### src/dsm_pkg.sv
package dsm_pkg;

  // Parser phase, one-hot
  typedef enum logic [3:0] {
    PH_SKIP = 4'b0001,
    PH_INT  = 4'b0010,
    PH_FRAC = 4'b0100,
    PH_DONE = 4'b1000
  } phase_t;

  // Character codes
  localparam logic [7:0] CH_COLON = 8'h3A;
  localparam logic [7:0] CH_DOT   = 8'h2E;
  localparam logic [7:0] CH_COMMA = 8'h2C;

  // Time scale factors
  localparam logic [21:0] MS_PER_HOUR = 22'd3600000;
  localparam logic [15:0] MS_PER_MIN  = 16'd60000;
  localparam logic [9:0]  MS_PER_SEC  = 10'd1000;
  localparam logic [6:0]  FRAC_X100   = 7'd100;
  localparam logic [3:0]  FRAC_X10    = 4'd10;

  localparam int unsigned FIELDS = 3;

endpackage

### src/duration_string_to_ms.sv
// Channel | Ports                                   | Direction
// --------+-----------------------------------------+----------
// in      | in_valid in_stall in_char_code in_last  | one character per word
// out     | out_valid out_stall out_milliseconds    | one word per text
//         | out_matched out_saturated               |
//
// One character is taken per cycle while in_stall is low, with no gap between
// texts. A text's word moves through the capture, multiply and sum/saturate
// stages. The three result stages each hold a word and move on their own, so
// characters keep flowing while a finished word waits on out_stall, until all
// three are full. rst_n (synchronous) clears the parser and all stage valids.
module duration_string_to_ms (
  input  logic        clk,
  input  logic        rst_n,
  input  logic        in_valid,
  output logic        in_stall,
  input  logic [7:0]  in_char_code,
  input  logic        in_last,
  output logic        out_valid,
  input  logic        out_stall,
  output logic [31:0] out_milliseconds,
  output logic        out_matched,
  output logic        out_saturated
);

  // Parser state
  dsm_pkg::phase_t phase_r, phase_nxt;
  logic [1:0]  cnt_r, cnt_nxt;
  logic [31:0] fld_r [dsm_pkg::FIELDS];
  logic [31:0] fld_nxt [dsm_pkg::FIELDS];
  logic [9:0]  fv_r, fv_nxt;
  logic [1:0]  fd_r, fd_nxt;
  logic        ovf_r, ovf_nxt;

  // Stage enables and valids
  logic v1_r, v2_r, out_valid_r;
  logic en1, en2, en3;
  logic acc;

  assign en3      = !out_valid_r || !out_stall;
  assign en2      = !v2_r || en3;
  assign en1      = !v1_r || en2;
  assign in_stall = !en1;
  assign acc      = in_valid && en1;

  // Character classes
  logic       is_dig, is_sp;
  logic [3:0] dig;
  logic [1:0] idx;
  logic [35:0] acc_sum;

  always_comb begin
    is_dig  = in_char_code inside {[8'h30:8'h39]};
    is_sp   = in_char_code inside {[8'h09:8'h0D], 8'h20};
    dig     = in_char_code[3:0];
    idx     = cnt_r - 2'd1;
    acc_sum = {fld_r[idx], 3'b000} + {3'b000, fld_r[idx], 1'b0} + {32'd0, dig};
  end

  // Next parser state for one character
  always_comb begin
    phase_nxt = phase_r;
    cnt_nxt   = cnt_r;
    fld_nxt   = fld_r;
    fv_nxt    = fv_r;
    fd_nxt    = fd_r;
    ovf_nxt   = ovf_r;
    case (phase_r)
      dsm_pkg::PH_SKIP: begin
        if (is_sp) begin
          phase_nxt = dsm_pkg::PH_SKIP;
        end else if (is_dig && cnt_r < 2'd3) begin
          fld_nxt[cnt_r] = {28'd0, dig};
          cnt_nxt        = cnt_r + 2'd1;
          phase_nxt      = dsm_pkg::PH_INT;
        end else begin
          phase_nxt = dsm_pkg::PH_DONE;
        end
      end
      dsm_pkg::PH_INT: begin
        if (is_dig && cnt_r != 2'd0) begin
          if (acc_sum[35:32] != 4'd0) begin
            fld_nxt[idx] = 32'hFFFF_FFFF;
            ovf_nxt      = 1'b1;
          end else begin
            fld_nxt[idx] = acc_sum[31:0];
          end
        end else if (in_char_code == dsm_pkg::CH_COLON && cnt_r < 2'd3) begin
          phase_nxt = dsm_pkg::PH_SKIP;
        end else if (in_char_code == dsm_pkg::CH_DOT
                     || in_char_code == dsm_pkg::CH_COMMA) begin
          phase_nxt = dsm_pkg::PH_FRAC;
        end else begin
          phase_nxt = dsm_pkg::PH_DONE;
        end
      end
      dsm_pkg::PH_FRAC: begin
        if (is_dig) begin
          if (fd_r < 2'd3) begin
            fv_nxt = 10'({fv_r, 3'b000} + {fv_r, 1'b0} + {10'd0, dig});
            fd_nxt = fd_r + 2'd1;
          end
        end else begin
          phase_nxt = dsm_pkg::PH_DONE;
        end
      end
      default: phase_nxt = dsm_pkg::PH_DONE;
    endcase
  end

  always_ff @(posedge clk) begin
    if (!rst_n || (acc && in_last)) begin
      phase_r <= dsm_pkg::PH_SKIP;
      cnt_r   <= 2'd0;
      fv_r    <= 10'd0;
      fd_r    <= 2'd0;
      ovf_r   <= 1'b0;
      for (int i = 0; i < dsm_pkg::FIELDS; i++) fld_r[i] <= 32'd0;
    end else if (acc) begin
      phase_r <= phase_nxt;
      cnt_r   <= cnt_nxt;
      fv_r    <= fv_nxt;
      fd_r    <= fd_nxt;
      ovf_r   <= ovf_nxt;
      fld_r   <= fld_nxt;
    end
  end

  // Stage 1: map fields to h/m/s and scale the fraction
  logic [31:0] h_r, m_r, s_r;
  logic [9:0]  frac_r;
  logic        mat1_r, ovf1_r;
  logic [31:0] h_c, m_c, s_c;
  logic [9:0]  frac_c;

  always_comb begin
    h_c = 32'd0;
    m_c = 32'd0;
    s_c = 32'd0;
    case (cnt_nxt)
      2'd1: s_c = fld_nxt[0];
      2'd2: begin
        m_c = fld_nxt[0];
        s_c = fld_nxt[1];
      end
      2'd3: begin
        h_c = fld_nxt[0];
        m_c = fld_nxt[1];
        s_c = fld_nxt[2];
      end
      default: ;
    endcase
    case (fd_nxt)
      2'd1:    frac_c = 10'(fv_nxt * dsm_pkg::FRAC_X100);
      2'd2:    frac_c = 10'(fv_nxt * dsm_pkg::FRAC_X10);
      2'd3:    frac_c = fv_nxt;
      default: frac_c = 10'd0;
    endcase
  end

  always_ff @(posedge clk) begin
    if (en1) begin
      h_r    <= h_c;
      m_r    <= m_c;
      s_r    <= s_c;
      frac_r <= frac_c;
      mat1_r <= cnt_nxt != 2'd0;
      ovf1_r <= ovf_nxt;
    end
  end

  // Stage 2: constant multiplies
  logic [53:0] ph_r;
  logic [47:0] pm_r;
  logic [41:0] ps_r;
  logic [9:0]  frac2_r;
  logic        mat2_r, ovf2_r;

  always_ff @(posedge clk) begin
    if (en2) begin
      ph_r    <= h_r * dsm_pkg::MS_PER_HOUR;
      pm_r    <= m_r * dsm_pkg::MS_PER_MIN;
      ps_r    <= s_r * dsm_pkg::MS_PER_SEC;
      frac2_r <= frac_r;
      mat2_r  <= mat1_r;
      ovf2_r  <= ovf1_r;
    end
  end

  // Stage 3: sum and saturate
  logic [54:0] total;
  logic        big;

  always_comb begin
    total = {1'b0, ph_r} + {7'd0, pm_r} + {13'd0, ps_r} + {45'd0, frac2_r};
    big   = total[54:32] != 23'd0;
  end

  logic [31:0] ms_r;
  logic        mat_r, sat_r;

  always_ff @(posedge clk) begin
    if (en3) begin
      mat_r <= mat2_r;
      if (!mat2_r) begin
        ms_r  <= 32'd0;
        sat_r <= 1'b0;
      end else begin
        ms_r  <= big ? 32'hFFFF_FFFF : total[31:0];
        sat_r <= big || ovf2_r;
      end
    end
  end

  // Stage valids
  always_ff @(posedge clk) begin
    if (!rst_n) begin
      v1_r        <= 1'b0;
      v2_r        <= 1'b0;
      out_valid_r <= 1'b0;
    end else begin
      if (en1) v1_r <= acc && in_last;
      if (en2) v2_r <= v1_r;
      if (en3) out_valid_r <= v2_r;
    end
  end

  assign out_valid        = out_valid_r;
  assign out_milliseconds = ms_r;
  assign out_matched      = mat_r;
  assign out_saturated    = sat_r;

endmodule
### config.mk
export PLATFORM = sky130hd
export DESIGN_NAME = duration_string_to_ms
export DESIGN_NICKNAME = d
export VERILOG_FILES = /design/src/dsm_pkg.sv /design/src/duration_string_to_ms.sv
export SDC_FILE = /design/constraint.sdc
export NUM_CORES = 2
export LEC_CHECK = 0
export ABC_AREA = 1
export BUFFER_PORTS_ARGS = -buffer_cell sky130_fd_sc_hd__buf_2
export CELL_PAD_IN_SITES_DETAIL_PLACEMENT = 1
export CELL_PAD_IN_SITES_GLOBAL_PLACEMENT = 2
export CORE_UTILIZATION = 40
export DETAILED_ROUTE_END_ITERATION = 10
export GPL_TIMING_DRIVEN = 0
export PLACE_DENSITY = 0.79
export REMOVE_ABC_BUFFERS = 1
export SLEW_MARGIN = 40
export SYNTH_ARGS = -nofsm -noshare
export SYNTH_HDL_FRONTEND = slang
export SYNTH_SLANG_ARGS = --single-unit
### constraint.sdc
create_clock -name clk -period 11.55 [get_ports clk]
set_input_delay 1.155 -clock clk [delete_from_list [all_inputs] [get_ports clk]]
set_output_delay 1.155 -clock clk [all_outputs]
set_load 0.02 [all_outputs]
==> impl_metrics.py <==
metrics = {
    "route": {
        "antenna_left": 0,
        "wl_um": 167100,
        "avgRoutedWirePerCell_um": 20.67,
        "drt-initial-drc-count": 1927,
        "via_per_inst": 5.126,
        "dr.pass1.iters": 5,
        "drc": 0,
        "via_count": 41440,
    },
    "global_routing": {
        "grtUsageMet2_pct": 47.79,
        "groute.usage.overall_pct": 26.73,
        "antenna_found_initial": 2,
        "grtUsageMet1_pct": 34.72,
        "grt_max_degree": 93,
        "grt_busiest_layer": "met2",
        "first_global_vias": 44290,
        "gr-usage-met3_pct": 1.719,
        "gr-total-overflow": 0,
        "grt_pass1_wl_um": 260300,
    },
    "critical_path": {
        "slowest_stage": "edfxtp_1",
        "critPathKind": "register to register",
        "critPathTopFamily": "adder cells",
        "cp_common_cell": "nand2_1",
        "max_stage_delay_ns": 0.85,
        "r2r-start": "h_r[11]$_SDFFCE_PP0N_",
        "crit_start": "h_r[11]$_SDFFCE_PP0N_",
        "crit_path_start_kind": "register",
        "rr_worst_depth": 21,
        "arrival_ns": 7.36,
        "crit_chain": "ha_1 -> xor2_1 -> ha_1 -> fa_1 -> fa_1 -> fa_1 -> inv_1 -> fa_1 -> inv_1 -> ha_1 -> nand2_1 -> nor2_1 -> nand2_1 -> nand2_1 -> a31oi_1 -> o21ai_0 -> nand2_1 -> nand2_1 -> nand2_1 -> nand2_1 -> xor2_1",
        "reg2reg_to": "ph_r[39]$_DFFE_PP_",
        "critPathMaxFanout": 9,
        "ff2ff_setup_slack_ns": 4.50,
        "timing.critical_path.buf_inv": 2,
        "worstPathRequired_ns": 11.86,
        "end_kind": "register",
    },
    "clocking": {
        "root_buffer": "clkbuf_16",
        "cts_buffers": 49,
        "htree_levels": 2,
        "clkLatencyLatePin_ns": 0.66,
        "post_cts_buffers": 0,
        "cts_hold_buffers": 0,
        "clk_pin_slew_ns": 0.06,
        "cts.sinks": 401,
        "clockBufferDepth": 3,
        "cts_tree": "yes",
        "cts_resized": 0,
    },
    "floorplanning": {
        "die_w_um": 357.3,
        "core_mm2": 0.1244,
        "start_util_pct": 40.57,
        "ios": 49,
        "dieArea_mm2": 0.1276,
        "rows": 129,
        "die_y_um": 357.3,
    },
    "outcome": {
        "outcome": "complete, no violations",
    },
    "min_path": {
        "hold_start": "frac_r[2]$_DFFE_PN_",
        "hold_path_depth": 0,
        "min_to": "frac2_r[2]$_DFFE_PP_",
        "hold_class": "register to register",
    },
    "timing": {
        "slew_headroom_pct": 42.28,
        "worstMarginPinSlew_ns": 0.8568,
        "hold_viol": 0,
        "final-setup-viol-count": 0,
        "rsz0062_at_grt": "no",
        "hold-worst-slack_ns": 0.4221,
        "finalCritPeriodShare_pct": 61.04,
        "max_freq_mhz": 141.8,
        "finalMaxSlewViolations": 0,
        "fin_crit_ns": 7.050,
        "fin_skew_ns": 0.04522,
    },
    "run": {
        "max_cap_viol_count": 0,
    },
    "power": {
        "vdd_ir_drop_max_v": 0.0001011,
        "power_w": 0.004424,
        "p_leak_nw": 31.25,
        "p_per_area_mw_per_mm2": 80.73,
    },
    "logic_synthesis": {
        "avgSynthCellArea_um2": 7.895,
        "synth-compound-area-share_pct": 8.784,
        "netlist_instances": 6394,
        "synth_edf_count": 283,
        "synth_area_leaders": "fa_1 (21%), edfxtp_1 (17%), ha_1 (15%)",
        "ys.flop_type": "edfxtp_1",
        "post_synth_and_or_nand_nor_area_fraction_pct": 19.08,
        "synthArstFlopShare_pct": 0,
        "synth_top_family_by_area": "adder cells",
        "synthXorXnorAreaFrac_pct": 3.227,
        "yosysTopAreaCell": "fa_1",
        "post-synth-top-count-cell": "nand2_1",
        "yosys-mux-area-fraction_pct": 0,
        "ys_top_cells_by_count": "nand2_1 (1438), inv_1 (1358), ha_1 (588)",
        "synth_top_cell_area_share_pct": 21.45,
        "yosysSeqAreaShare_pct": 21.51,
        "synth_area_mm2": 0.05048,
        "synthAdderAreaFrac_pct": 36.03,
        "yosys_warnings": 0,
        "synth-seq-cells": 401,
        "synth_cell_types": 55,
    },
    "cells_and_area": {
        "n_fill_cell": 15150,
        "area_growth_pct": 8.546,
        "utilization_pct": 44.03,
        "fin_nets": 7549,
        "multi_input_area_mm2": 0.03404,
        "regArea_mm2": 0.01086,
        "final_cells": 8084,
        "drive_gt1_share_pct": 3.645,
        "n_antenna_cell": 0,
    },
    "placement": {
        "hpwl_um": 140600,
        "port_buffers": 48,
        "dp.cells": 7993,
        "place.gp.congestion": 0.9433,
    },
}
[per-layer routing]
layer  part of all wire, %  up-vias
met5                     0        -
met3                   2.5      178
met1                    45    20600
met4                   2.8        0
li1                      -    20150
met2                    50      510
[through the flow]
stage	setup WS, ns	setup TNS (ns)	cell area, um2
global route	4.255	0	54800
floorplan	-2.201	-195.40	49890
finish	4.500	0	54800
detailed placement	4.656	0	53080
global placement	-10.15	-1152.41	52180
CTS	4.590	0	54790
[worst max path at each step]
stage / depth (start not counted) / end / slack (ns)
2_1_floorplan: 12 / fv_r[0]$_SDFFE_PP0P_ / -2.20
3_3_place_gp: 13 / fv_r[1]$_SDFFE_PP0P_ / -10.15
3_5_place_dp: 21 / ph_r[39]$_DFFE_PP_ / 4.66
4_1_cts: 21 / ph_r[39]$_DFFE_PP_ / 4.59
5_1_grt: 21 / ph_r[39]$_DFFE_PP_ / 4.25
6_report: 21 / ph_r[39]$_DFFE_PP_ / 4.50
[power by group]
| group | switching (W) | leakage, nW | internal [W] |
|---|---|---|---|
| registers | 0.0000684 | 4.41 | 0.00164 |
| logic | 0.000691 | 26.0 | 0.000351 |
| clock network | 0.000720 | 0.821 | 0.000956 |
[cell usage in the layout (no fill, tap or decap), types with 7 or more instances in the layout]
cell type	synthesis	layout
a21o_1	10	10
a21oi_1	399	390
a21oi_2	0	9
a22oi_1	7	7
a31oi_1	33	33
buf_12	0	8
buf_16	0	11
buf_2	44	48
buf_4	3	11
buf_8	0	11
clkbuf_1	46	7
clkbuf_16	0	49
clkinv_1	4	8
dfxtp_1	118	117
edfxtp_1	283	283
fa_1	541	541
ha_1	588	588
inv_1	1358	1353
nand2_1	1438	1435
nand3_1	351	351
nand3b_1	8	8
nand4_1	40	40
nor2_1	455	453
nor3_1	28	28
o211ai_1	20	20
o21a_1	14	14
o21ai_0	194	190
o21ai_1	76	79
o21bai_1	31	31
or2_2	10	10
xnor2_1	56	53
xor2_1	130	128
[sequential cells by signal (all words and copies together) (netlist names), 2 cells and up]
name and count:
out_milliseconds 32, fd_r 2, fld_r 96, frac2_r 10
ph_r 47, s_r 32, phase_r 4, pm_r 43
frac_r 10, ps_r 39, m_r 32, cnt_r 2
h_r 32, fv_r 10
[layout make-up]
cell class | count | area share [%]
multi-input cells | 4496 | 62.13
flip-flops and latches | 401 | 19.83
inverters | 1370 | 9.442
well taps | 1637 | 3.738
clock buffers | 60 | 2.386
repair buffers | 89 | 1.735
clock inverters | 31 | 0.7444
[cell families after synthesis]
group           count (synthesis)
buf+inv                      1497
simple gates                 2364
compound gates                817
flops                         401
fa+ha+maj                    1129
xor+xnor                      186
Power figures use the tool's default switching activity.
